File: src/rtl/core/bdbm_pkg.sv
// ----------------------------------------------------------------------------
// bdbm_pkg
// Shared types and codes for the bus decoder with bank mapper.
// ----------------------------------------------------------------------------
package bdbm_pkg;

  // access modes
  localparam logic [2:0] MODE_MEM_RD = 3'd0;
  localparam logic [2:0] MODE_MEM_WR = 3'd1;
  localparam logic [2:0] MODE_IO_RD  = 3'd2;
  localparam logic [2:0] MODE_IO_WR  = 3'd3;
  localparam logic [2:0] MODE_INTA   = 3'd4;

  // targets
  localparam logic [3:0] TGT_RAM   = 4'd0;
  localparam logic [3:0] TGT_ROM   = 4'd1;
  localparam logic [3:0] TGT_SCC   = 4'd2;
  localparam logic [3:0] TGT_PSG   = 4'd3;
  localparam logic [3:0] TGT_MUSIC = 4'd4;
  localparam logic [3:0] TGT_AUDIO = 4'd5;
  localparam logic [3:0] TGT_SN    = 4'd6;
  localparam logic [3:0] TGT_FM    = 4'd7;
  localparam logic [3:0] TGT_NONE  = 4'd8;

  // bank modes
  localparam logic [1:0] BM_OFF = 2'd0;
  localparam logic [1:0] BM_16K = 2'd1;
  localparam logic [1:0] BM_8K  = 2'd2;

  // configuration register indexes
  localparam logic [2:0] CFG_BANK_MODE    = 3'd0;
  localparam logic [2:0] CFG_BANK_OFFSET  = 3'd1;
  localparam logic [2:0] CFG_BANK_COUNT   = 3'd2;
  localparam logic [2:0] CFG_RAM_MODE     = 3'd3;
  localparam logic [2:0] CFG_SMS_MODE     = 3'd4;
  localparam logic [2:0] CFG_PROTECT_LOW  = 3'd5;
  localparam logic [2:0] CFG_DEVICES      = 3'd6;
  localparam int unsigned CFG_DATA_W      = 8;

  // mapper addresses and ports
  localparam logic [15:0] ADDR_MAP_LOW  = 16'h9000;
  localparam logic [15:0] ADDR_MAP_HIGH = 16'hB000;
  localparam logic [7:0]  PORT_PSG_RD   = 8'hA2;
  localparam logic [7:0]  PORT_PSG_WR   = 8'hA0;
  localparam logic [7:0]  PORT_PSG_IO   = 8'hAB;
  localparam logic [7:0]  PORT_MUSIC    = 8'h7C;
  localparam logic [7:0]  PORT_AUDIO    = 8'hC0;
  localparam logic [7:0]  PORT_SN       = 8'h7E;
  localparam logic [7:0]  PORT_SN_ALT   = 8'h06;
  localparam logic [7:0]  PORT_FM       = 8'hF0;
  localparam logic [7:0]  PORT_MAP16K   = 8'hFE;

  // answers
  localparam logic [7:0] ANS_UNCLAIMED = 8'hFF;
  localparam logic [7:0] ANS_INTA      = 8'h38;

  // pages
  localparam logic [2:0] PAGE_2      = 3'd2;
  localparam logic [2:0] PAGE_3      = 3'd3;
  localparam logic [2:0] PAGE_BANK_L = 3'd4;
  localparam logic [2:0] PAGE_BANK_H = 3'd5;

  typedef struct packed {
    logic [2:0]  mode;
    logic [15:0] address;
    logic [7:0]  data;
  } in_item_t;

  typedef struct packed {
    logic [3:0]  target;
    logic        is_write;
    logic [20:0] location;
    logic [7:0]  out_data;
    logic        answered_here;
  } out_item_t;

  typedef struct packed {
    logic [1:0] bank_mode;
    logic [7:0] bank_offset;
    logic [6:0] bank_count;
    logic       ram_mode;
    logic       sms_mode;
    logic       protect_low_pages;
    logic [2:0] devices_present;
  } cfg_t;

  typedef struct packed {
    logic       low_mapped;
    logic [6:0] low_bank;
    logic       high_mapped;
    logic [6:0] high_bank;
    logic       scc_enable;
  } map_t;

  typedef struct packed {
    logic       wr_low;
    logic       wr_high;
    logic       ok;
    logic [6:0] bank;
    logic       wr_scc;
    logic       scc_val;
  } upd_t;

endpackage

File: src/rtl/core/bus_decoder_with_bank_mapper.sv
// ----------------------------------------------------------------------------
// bus_decoder_with_bank_mapper
// Decodes CPU bus accesses and tracks the 8K/16K ROM bank mapping.
//
//   channel  | ports                          | beat
//   ---------+--------------------------------+--------------------------
//   input    | in_valid, in_stall, in_payload | one bus access
//   result   | out_valid, out_stall, out_payload | one routed access
//   config   | cfg_we, cfg_index, cfg_data    | one register write
//
// One beat per cycle while the result side does not stall; a taken beat
// passes the input register, then decode into the result register.
// Mapper updates land as the beat enters the result register, so the next
// beat already decodes against them.
// Reset is synchronous and clears the mapping; the SCC flag comes up set.
// A stalled result holds the result register; a full input register is held too and stalls the input side.
// ----------------------------------------------------------------------------
module bus_decoder_with_bank_mapper import bdbm_pkg::*; (
  input  logic                  clk,
  input  logic                  rst_n,
  input  logic                  in_valid,
  output logic                  in_stall,
  input  in_item_t              in_payload,
  output logic                  out_valid,
  input  logic                  out_stall,
  output out_item_t             out_payload,
  input  logic                  cfg_we,
  input  logic [2:0]            cfg_index,
  input  logic [CFG_DATA_W-1:0] cfg_data
);

  logic      in_valid_r, in_valid_nxt;
  in_item_t  in_item_r, in_item_nxt;
  logic      out_valid_r, out_valid_nxt;
  out_item_t out_item_r, out_item_nxt;
  logic      adv;
  logic      apply;
  cfg_t      cfg;
  map_t      map;
  out_item_t res;
  upd_t      upd;

  bdbm_decode u_decode (
    .item (in_item_r),
    .cfg  (cfg),
    .map  (map),
    .res  (res),
    .upd  (upd)
  );

  bdbm_state u_state (
    .clk       (clk),
    .rst_n     (rst_n),
    .cfg_we    (cfg_we),
    .cfg_index (cfg_index),
    .cfg_data  (cfg_data),
    .apply     (apply),
    .upd       (upd),
    .cfg       (cfg),
    .map       (map)
  );

  assign adv      = !out_valid_r || !out_stall;
  assign apply    = adv && in_valid_r;
  assign in_stall = in_valid_r && !adv;

  always_comb begin
    in_valid_nxt  = in_valid_r;
    in_item_nxt   = in_item_r;
    out_valid_nxt = out_valid_r;
    out_item_nxt  = out_item_r;
    if (!in_stall) begin
      in_valid_nxt = in_valid;
      in_item_nxt  = in_payload;
    end
    if (adv) begin
      out_valid_nxt = in_valid_r;
      out_item_nxt  = res;
    end
  end

  always_ff @(posedge clk) begin
    if (!rst_n) begin
      in_valid_r  <= 1'b0;
      out_valid_r <= 1'b0;
    end else begin
      in_valid_r  <= in_valid_nxt;
      out_valid_r <= out_valid_nxt;
    end
    in_item_r  <= in_item_nxt;
    out_item_r <= out_item_nxt;
  end

  assign out_valid   = out_valid_r;
  assign out_payload = out_item_r;

endmodule

File: src/rtl/core/bdbm_decode.sv
// ----------------------------------------------------------------------------
// bdbm_decode
// Routes one bus access and computes the mapper update it causes.
// ----------------------------------------------------------------------------
module bdbm_decode import bdbm_pkg::*; (
  input  in_item_t  item,
  input  cfg_t      cfg,
  input  map_t      map,
  output out_item_t res,
  output upd_t      upd
);

  logic [2:0]  page;
  logic [7:0]  port;
  logic [8:0]  diff;
  logic        ok;
  logic        banked;
  logic        plain;
  logic        mapped;
  logic [6:0]  bank;
  logic        map16k;

  always_comb begin
    page   = item.address[15:13];
    port   = item.address[7:0];
    diff   = {1'b0, item.data} - {1'b0, cfg.bank_offset};
    ok     = !diff[8] && (diff[7:0] < {1'b0, cfg.bank_count});
    banked = (page == PAGE_BANK_L) || (page == PAGE_BANK_H);
    plain  = !banked && !(cfg.protect_low_pages && ((page == PAGE_2) || (page == PAGE_3)));
    mapped = (page == PAGE_BANK_H) ? map.high_mapped : map.low_mapped;
    bank   = (page == PAGE_BANK_H) ? map.high_bank : map.low_bank;
    map16k = (port == PORT_MAP16K) && (cfg.bank_mode == BM_16K);

    res = '0;
    res.target = TGT_NONE;
    upd = '0;
    upd.ok = ok;
    upd.bank = ok ? diff[6:0] : 7'd0;
    upd.scc_val = ok || !cfg.ram_mode;

    case (item.mode)
      MODE_MEM_RD: begin
        if (banked && mapped) begin
          res.target = TGT_ROM;
          if (cfg.bank_mode == BM_16K) begin
            res.location = {bank, item.address[13:0]};
          end else begin
            res.location = {1'b0, bank, item.address[12:0]};
          end
        end else begin
          res.target   = TGT_RAM;
          res.location = {5'd0, item.address};
        end
      end
      MODE_MEM_WR: begin
        if (plain) begin
          res.target   = TGT_RAM;
          res.is_write = 1'b1;
          res.location = {5'd0, item.address};
          res.out_data = item.data;
        end else if (cfg.bank_mode == BM_8K) begin
          if (item.address == ADDR_MAP_LOW) begin
            upd.wr_low = 1'b1;
          end else if (item.address == ADDR_MAP_HIGH) begin
            upd.wr_high = 1'b1;
          end else if (map.scc_enable) begin
            res.target   = TGT_SCC;
            res.is_write = 1'b1;
            res.location = {5'd0, item.address};
            res.out_data = item.data;
          end
        end else if (map.scc_enable) begin
          res.target   = TGT_SCC;
          res.is_write = 1'b1;
          res.location = {5'd0, item.address};
          res.out_data = item.data;
        end else if (cfg.ram_mode) begin
          res.target   = TGT_RAM;
          res.is_write = 1'b1;
          res.location = {5'd0, item.address};
          res.out_data = item.data;
        end
      end
      MODE_IO_RD: begin
        if (!cfg.sms_mode && (port == PORT_PSG_RD)) begin
          res.target = TGT_PSG;
        end else if (!cfg.sms_mode && cfg.devices_present[2] &&
                     (port[7:1] == PORT_AUDIO[7:1])) begin
          res.target   = TGT_AUDIO;
          res.location = {20'd0, port[0]};
        end else begin
          res.out_data      = ANS_UNCLAIMED;
          res.answered_here = 1'b1;
        end
      end
      MODE_IO_WR: begin
        if (cfg.sms_mode) begin
          if (port[7:1] == PORT_SN[7:1]) begin
            res.target   = TGT_SN;
            res.is_write = 1'b1;
            res.out_data = item.data;
          end else if (port == PORT_SN_ALT) begin
            res.target   = TGT_SN;
            res.is_write = 1'b1;
            res.location = 21'd1;
            res.out_data = item.data;
          end else if (cfg.devices_present[0] && (port[7:1] == PORT_FM[7:1])) begin
            res.target   = TGT_FM;
            res.is_write = 1'b1;
            res.location = {20'd0, port[0]};
            res.out_data = item.data;
          end else if (map16k) begin
            upd.wr_low  = 1'b1;
            upd.wr_high = 1'b1;
          end
        end else begin
          if (port[7:1] == PORT_PSG_WR[7:1]) begin
            res.target   = TGT_PSG;
            res.is_write = 1'b1;
            res.location = {20'd0, port[0]};
            res.out_data = item.data;
          end else if (port == PORT_PSG_IO) begin
            res.target   = TGT_PSG;
            res.is_write = 1'b1;
            res.location = 21'd2;
            res.out_data = {7'd0, item.data[0]};
          end else if (cfg.devices_present[1] && (port[7:1] == PORT_MUSIC[7:1])) begin
            res.target   = TGT_MUSIC;
            res.is_write = 1'b1;
            res.location = {20'd0, port[0]};
            res.out_data = item.data;
          end else if (cfg.devices_present[2] && (port[7:1] == PORT_AUDIO[7:1])) begin
            res.target   = TGT_AUDIO;
            res.is_write = 1'b1;
            res.location = {20'd0, port[0]};
            res.out_data = item.data;
          end else if (map16k) begin
            upd.wr_low  = 1'b1;
            upd.wr_high = 1'b1;
            upd.wr_scc  = 1'b1;
          end
        end
      end
      MODE_INTA: begin
        res.out_data      = ANS_INTA;
        res.answered_here = 1'b1;
      end
      default: begin
        res.target = TGT_NONE;
      end
    endcase
  end

endmodule

File: src/rtl/core/bdbm_state.sv
// ----------------------------------------------------------------------------
// bdbm_state
// Configuration registers, page mapping and SCC enable flag.
// ----------------------------------------------------------------------------
module bdbm_state import bdbm_pkg::*; (
  input  logic                  clk,
  input  logic                  rst_n,
  input  logic                  cfg_we,
  input  logic [2:0]            cfg_index,
  input  logic [CFG_DATA_W-1:0] cfg_data,
  input  logic                  apply,
  input  upd_t                  upd,
  output cfg_t                  cfg,
  output map_t                  map
);

  cfg_t cfg_r, cfg_nxt;
  map_t map_r, map_nxt;

  always_comb begin
    cfg_nxt = cfg_r;
    map_nxt = map_r;
    if (apply) begin
      if (upd.wr_low) begin
        map_nxt.low_mapped = upd.ok;
        map_nxt.low_bank   = upd.bank;
      end
      if (upd.wr_high) begin
        map_nxt.high_mapped = upd.ok;
        map_nxt.high_bank   = upd.bank;
      end
      if (upd.wr_scc) begin
        map_nxt.scc_enable = upd.scc_val;
      end
    end
    if (cfg_we) begin
      case (cfg_index)
        CFG_BANK_MODE:   cfg_nxt.bank_mode   = cfg_data[1:0];
        CFG_BANK_OFFSET: cfg_nxt.bank_offset = cfg_data[7:0];
        CFG_BANK_COUNT:  cfg_nxt.bank_count  = cfg_data[6:0];
        CFG_RAM_MODE: begin
          cfg_nxt.ram_mode   = cfg_data[0];
          map_nxt.scc_enable = !cfg_r.sms_mode && !cfg_data[0];
        end
        CFG_SMS_MODE: begin
          cfg_nxt.sms_mode   = cfg_data[0];
          map_nxt.scc_enable = !cfg_data[0] && !cfg_r.ram_mode;
        end
        CFG_PROTECT_LOW: cfg_nxt.protect_low_pages = cfg_data[0];
        CFG_DEVICES:     cfg_nxt.devices_present   = cfg_data[2:0];
        default: begin
          cfg_nxt = cfg_r;
        end
      endcase
    end
  end

  always_ff @(posedge clk) begin
    if (!rst_n) begin
      cfg_r <= '0;
      map_r <= '{scc_enable: 1'b1, default: '0};
    end else begin
      cfg_r <= cfg_nxt;
      map_r <= map_nxt;
    end
  end

  assign cfg = cfg_r;
  assign map = map_r;

endmodule
File: config.mk
export PLATFORM = sky130hd
export DESIGN_NAME = bus_decoder_with_bank_mapper
export DESIGN_NICKNAME = d
export VERILOG_FILES = /design/src/rtl/core/bdbm_pkg.sv /design/src/rtl/core/bus_decoder_with_bank_mapper.sv /design/src/rtl/core/bdbm_decode.sv /design/src/rtl/core/bdbm_state.sv
export SDC_FILE = /design/constraint.sdc
export NUM_CORES = 1
export LEC_CHECK = 0
export BUFFER_PORTS_ARGS = -buffer_cell sky130_fd_sc_hd__buf_2
export CELL_PAD_IN_SITES_DETAIL_PLACEMENT = 1
export CELL_PAD_IN_SITES_GLOBAL_PLACEMENT = 2
export CORE_UTILIZATION = 37
export DETAILED_ROUTE_END_ITERATION = 10
export GPL_ROUTABILITY_DRIVEN = 0
export GPL_TIMING_DRIVEN = 0
export PLACE_DENSITY = 0.77
export SLEW_MARGIN = 20
export SYNTH_ARGS = -nofsm -noshare
export SYNTH_HDL_FRONTEND = slang
export SYNTH_SLANG_ARGS = --single-unit
File: constraint.sdc
create_clock -name clk -period 3.35 [get_ports clk]
set_input_delay 0 -clock clk [delete_from_list [all_inputs] [get_ports clk]]
set_output_delay 0 -clock clk [all_outputs]
set_load 0.02 [all_outputs]
==> results of run 1 <==
[worst max-delay path by stage]
stage	startpoint	endpoint	slack [ns]	cells after the start
CTS	in_item_r[0]	u_state.map[9]	0.002	15
detailed placement	in_item_r[0]	u_state.map[11]	-0.25	15
floorplan	in_item_r[0]	u_state.map[11]	0.33	15
finish	in_item_r[0]	u_state.map[11]	0.18	15
global route	in_item_r[0]	u_state.map[11]	-0.06	15
global placement	in_item_r[0]	u_state.map[11]	-0.18	15
[per-stage QoR]
step | worst slack, ns | utilization, % | hold WS [ns]
2_1_floorplan | 0.333 | - | 0.0989
3_3_place_gp | -0.177 | 42.4 | 0.179
3_5_place_dp | -0.248 | 42.8 | 0.179
4_1_cts | 0.00158 | 48.1 | 0.0471
5_1_grt | -0.0561 | 48.4 | 0.0775
6_report | 0.180 | 48.4 | 0.0426
[final cells by class]
class / count / area, µm²
tap: 176 / 220
multi-input combinational: 295 / 2230
sequential: 104 / 2700
clock inverter: 2 / 13.8
timing repair buffer: 119 / 823
fill: 1468 / 6840
clock buffer: 14 / 279
buffer: 15 / 63.8
inverter: 21 / 78.8
[synth_stat cells (all sizes together), types with 4 or more instances]
cell type | n | area, µm²
edfxtp | 62 | 1860
dfxtp | 42 | 841
nor2b | 29 | 181
mux2i | 26 | 260
nand2 | 24 | 90.1
nand3 | 24 | 120
inv | 21 | 78.8
o21ai | 16 | 87.6
ha | 14 | 175
nor2 | 14 | 57.6
a21oi | 13 | 76.3
nand2b | 13 | 81.3
a21o | 12 | 104
and2 | 12 | 76.3
o31ai | 11 | 82.6
clkbuf | 10 | 38.8
nor3 | 10 | 50.1
o21a | 7 | 52.6
buf | 5 | 22.5
mux4 | 5 | 113
and3 | 4 | 25.0
nor3b | 4 | 30.0
xnor2 | 4 | 35.0
[state kept, by name, indices dropped and copies added (netlist names)]
signal       cells
out_payload     35
in_valid_r       1
out_valid        1
u_state.map     17
in_item_r       27
u_state.cfg     23
[cell families (layout without fill, tap and decap cells)]
group | count (synthesis) | count (layout)
simple gates | 154 | 154
compound gates | 88 | 88
xor+xnor | 4 | 4
flops | 104 | 104
buf+inv | 36 | 171
mux | 34 | 34
fa+ha+maj | 15 | 15
[worst max-delay path: cells and delay by family (launching register included)]
kind / cells / cell delay [ns]
AO/OA/AOI/OAI: 6 / 1.18
adder cells (fa/ha/maj): 3 / 0.71
flip-flops: 1 / 0.42
buffers and inverters: 4 / 0.41
XOR/XNOR: 1 / 0.20
AND/OR/NAND/NOR: 1 / 0.15
[where the power goes]
part / leakage [nW] / switching (W) / internal (W)
combinational: 1.34 / 0.000212 / 0.000170
clock: 0.145 / 0.000466 / 0.000580
sequential: 1.03 / 0.0000361 / 0.00141
[metal layers]
metal | wire [µm] | GRT usage (%) | part of all wire, % | vias up
met5 | 0 | 0 | 0 | -
li1 | - | - | - | 1888
met2 | 6550 | 33.3 | 48 | 64
met4 | 178 | 6.33 | 1.3 | 0
met3 | 423 | 4.01 | 3.1 | 10
met1 | 6370 | 26.8 | 47 | 1909
[repair_timing]
action                                  CTS  global route
hold buffers                             36             0
hold endpoints to repair                 44             0
endpoints found under the setup margin   17            17
pin swaps                                 3             4
gates resized for setup                   5             6
gates cloned                              0             0
setup buffers                             3             1
==> results.cfg, run 1 <==
[run_status]
status = finished clean

[drt]
dr.pass1.iters = 4
drc = 0
postRouteAntennaNets = 0
vias_per_cell = 5.19
routed-via-count = 3871
first_iter_violations = 130
wl_per_cell_um = 18.1
drt_wl_total_mm = 13.5

[final_layout]
diodes = 0
final_common_cell = buf_2
areaGrowthSynthToFinish_pct = 27.8
drive_above_1_share_pct = 23.9
fin_area_mm2 = 0.00641
mostFrequentLayoutCells = buf_2, edfxtp_1, dfxtp_1, dlygate4sd3_1, nor2b_1
final_cells = 746
fin_nets = 623

[placed_design]
dp.cells = 690
portBuffers = 77
place_area_mm2 = 0.00567
place_hpwl_mm = 9.68

[floorplan]
initial_core_util_pct = 37.8
die_h_um = 118
die_w_um = 118
core-area_mm2 = 0.0132
num_rows = 42
dieArea_mm2 = 0.0140
io_pins = 80

[logic_synthesis]
synth-xor-area-share_pct = 0.699
synth_edf_count = 62
synthArstFlopShare_pct = 0
synth-seq-cells = 104
synth-adder-area-share_pct = 3.89
synth_area_mm2 = 0.00501
ys_warn_count = 0
synth_top_family_by_area = simple AND/OR/NAND/NOR gates
synthSimpleGateAreaFrac_pct = 17.5
synth_compound_area_share_pct = 13.1
synthCells = 435
avgSynthCellArea_um2 = 11.5
seq_area_frac_synth_pct = 53.9
synthesis.nets = 493
synth_ff_type = edfxtp_1
ys_types = 64
synth.area.mux_share_pct = 8.11

[clock_tree]
clockBufferDepth = 2
clkTransAtPathRegs_ns = 0.07
cts_tree = built
cts_root_buf = clkbuf_16
h-tree-depth = 3
clkSinkCount = 104
clk_latency_ns = 0.36
cts_buffers = 9

[power_and_ir_drop]
power_density_mw_per_mm2 = 449
ir_worst_vdd_mv = 0.339
finalPower_w = 0.00288
p_leak_nw = 2.52

[critical_path]
r2r_cells = 15
end_kind = register
crit_arrival_ns = 3.44
r2r_start = in_item_r[0]
start_kind = register
worstSetupPathType = register to register
worst-endpoint-required_ns = 3.62
max_stage_delay_ns = 0.42
path_cells = inv_1 > ha_1 > inv_1 > fa_2 > a211o_1 > a21oi_2 > o21bai_2 > xnor2_2 > inv_1 > ha_2 > a2111oi_4 > o2bb2ai_2 > nand4_1 > buf_4 > o31ai_1
cp_slowest_cell = edfxtp_1
cp_max_fo = 10
worst_path_most_repeated_cell = inv_1
r2r-end = u_state.map[11]
r2r_slack_ns = 0.18

[hold_path]
min_to = u_state.cfg[5]
hold_class = input pin to register
worstHoldPathCells = 3
hp-start = cfg_data[0]

[timing]
tightest_slew_ns = 0.781
min_period_ns = 3.17
relSlewSlack_pct = 47.9
fmax_mhz = 315
hold_viol = 0
tns_ns = 0
finClkSkew_ns = 0.0116
maxSlewViolCount = 0
post-route-period-util_pct = 94.6
finalSetupViolations = 0
rsz0062_at_grt = yes

[grt]
grt_pass1_vias = 4058
grt_pass1_wl_mm = 21.6
antenna_found_initial = 0
gr-total-overflow = 0
grt_start_max_net_pins = 29
grt_usage_pct = 20.3

[run]
drv_cap = 0
(Power assumes the default switching activity.)
==> run 2, diff against run 1 <==
--- a/config.mk
+++ b/config.mk
@@ -12,7 +12,7 @@
 export DETAILED_ROUTE_END_ITERATION = 10
 export GPL_ROUTABILITY_DRIVEN = 0
 export GPL_TIMING_DRIVEN = 0
-export PLACE_DENSITY = 0.77
+export PLACE_DENSITY = 0.9
 export SLEW_MARGIN = 20
 export SYNTH_ARGS = -nofsm -noshare
 export SYNTH_HDL_FRONTEND = slang
==> constraint.sdc (replaced) <==
create_clock -name clk -period 3.6 [get_ports clk]
set_input_delay 0 -clock clk [delete_from_list [all_inputs] [get_ports clk]]
set_output_delay 0 -clock clk [all_outputs]
set_load 0.02 [all_outputs]
==> run 2 against run 1 <==
Final cell count rose by 0.13%. Flip-flop and latch count did not move. Setup slack got worse by 0.042 ns. First-iteration DRC count increased by 42%. Largest cell class unchanged.
==> results.cfg, run 2 (same netlist as run 1, synthesis figures left out) <==
[run_status]
status = finished clean

[power_and_ir_drop]
power_density_mw_per_mm2 = 424
p_leak_nw = 2.53
ir_worst_vdd_mv = 0.222
finalPower_w = 0.00272

[final_layout]
mostFrequentLayoutCells = buf_2, edfxtp_1, dfxtp_1, dlygate4sd3_1, nor2b_1
diodes = 0
final_cells = 747
areaGrowthSynthToFinish_pct = 27.8
final_common_cell = buf_2
fin_nets = 624
drive_above_1_share_pct = 23.3
post-route-util_pct = 48.4
largest_register_ffs = 35

[floorplan]
core-area_mm2 = 0.0132
initial_core_util_pct = 37.8
die_w_um = 118
die_h_um = 118
num_rows = 42
io_pins = 80
dieArea_mm2 = 0.0140

[critical_path]
cp_max_fo = 10
worstSetupPathType = register to register
r2r_slack_ns = 0.14
r2r_start = in_item_r[0]
crit_arrival_ns = 3.73
worst-endpoint-required_ns = 3.87
worstSetupStartpoint = in_item_r[0]
r2r_cells = 15
r2r-end = u_state.map[11]
max_stage_delay_ns = 0.43
start_kind = register
crit_path_end = u_state.map[11]
cp_slowest_cell = fa_1
path_cells = inv_1 > ha_1 > inv_1 > fa_1 > a211o_1 > a21oi_1 > o21bai_1 > xnor2_2 > inv_1 > ha_1 > a2111oi_2 > o2bb2ai_2 > nand4_1 > buf_4 > o31ai_1
end_kind = register
worst_path_most_repeated_cell = inv_1

[timing]
post-route-period-util_pct = 96.2
finClkSkew_ns = 0.00696
relSlewSlack_pct = 49.8
tightest_slew_ns = 0.748
fmax_mhz = 289
finalSetupViolations = 0
hold_viol = 0
min_period_ns = 3.46
maxSlewViolCount = 0

[drt]
first_iter_violations = 185
dr.pass1.iters = 4
vias_per_cell = 5.25
drt_wl_total_mm = 13.4
wl_per_cell_um = 18.0
drc = 0
routed-via-count = 3921
postRouteAntennaNets = 0

[clock_tree]
cts_root_buf = clkbuf_16
clkTransAtPathRegs_ns = 0.07
clk_latency_ns = 0.35
h-tree-depth = 3
clkSinkCount = 104
cts_buffers = 9
cts_tree = built
clockBufferDepth = 2

[placed_design]
dp.cells = 690
portBuffers = 77
place_hpwl_mm = 9.52

[grt]
grt_pass1_vias = 4118
gr-total-overflow = 0
grt_start_max_net_pins = 30
grt_pass1_wl_mm = 21.6
grt_usage_pct = 20.1
antenna_found_initial = 0

[hold_path]
hold_class = input pin to register

[run]
drv_cap = 0
[run 2: worst min path at each step]
stage                     cells after the start        endpoint      startpoint  slack (ns)
after floorplan                               0    in_item_r[0]   in_payload[0]         0.1
after global placement                        1    in_item_r[2]   in_payload[2]        0.18
after detailed placement                      1   in_item_r[12]  in_payload[12]        0.18
after CTS                                     3  u_state.cfg[4]     cfg_data[0]        0.05
after global routing                          3  u_state.cfg[4]     cfg_data[0]        0.06
final                                         3  u_state.cfg[4]     cfg_data[0]        0.04
[run 2: repair_timing]
item / CTS / global route
hold buffers: 37 / 0
endpoints found under the setup margin: 1 / 13
hold endpoints to repair: 47 / 0
buffers inserted: 0 / 4
resized for setup: 1 / 6
pin swaps: 0 / 3
[run 2: cell type report]
cell class | instances | area, µm²
Sequential cell | 104 | 2700
Clock inverter | 5 | 53.8
Clock buffer | 11 | 254
Buffer | 15 | 63.8
Multi-Input combinational cell | 295 | 2200
Inverter | 21 | 78.8
Timing Repair Buffer | 120 | 833
Fill cell | 1480 | 6840
Tap cell | 176 | 220
[run 2: stage by stage]
stage                     area [µm²]  setup WS [ns]  hold slack (ns)  TNS, ns
after global routing            6410        -0.0273           0.0645  -0.0308
final                           6410          0.138           0.0430        0
after CTS                       6360         0.0576           0.0458        0
after global placement          5620          0.116            0.178        0
after floorplan                 5010          0.583           0.0989        0
after detailed placement        5670        -0.0191            0.178  -0.0191
[run 2: report_power, final]
part | internal (W) | switching (W)
combinational | 0.000159 | 0.000194
clock | 0.000579 | 0.000436
sequential | 0.00132 | 0.0000341
total | 0.00205 | 0.000665
[run 2: layer usage]
| metal | track usage, % | routed length (µm) | vias up |
|---|---|---|---|
| met5 | 0 | 0 | - |
| met4 | 9.41 | 360 | 0 |
| met2 | 34.2 | 6830 | 72 |
| li1 | - | - | 1889 |
| met1 | 25.2 | 5980 | 1937 |
| met3 | 2.99 | 279 | 23 |
[run 2: critical path, delay by kind of cell (launching register included)]
kind	cells	cell delay, ns
AOI/OAI and AO/OA	6	1.30
adders and majority gates	3	0.81
buffers and inverters	4	0.42
DFF	1	0.42
xor gates and xnor gates	1	0.25
and+or+nand+nor	1	0.17
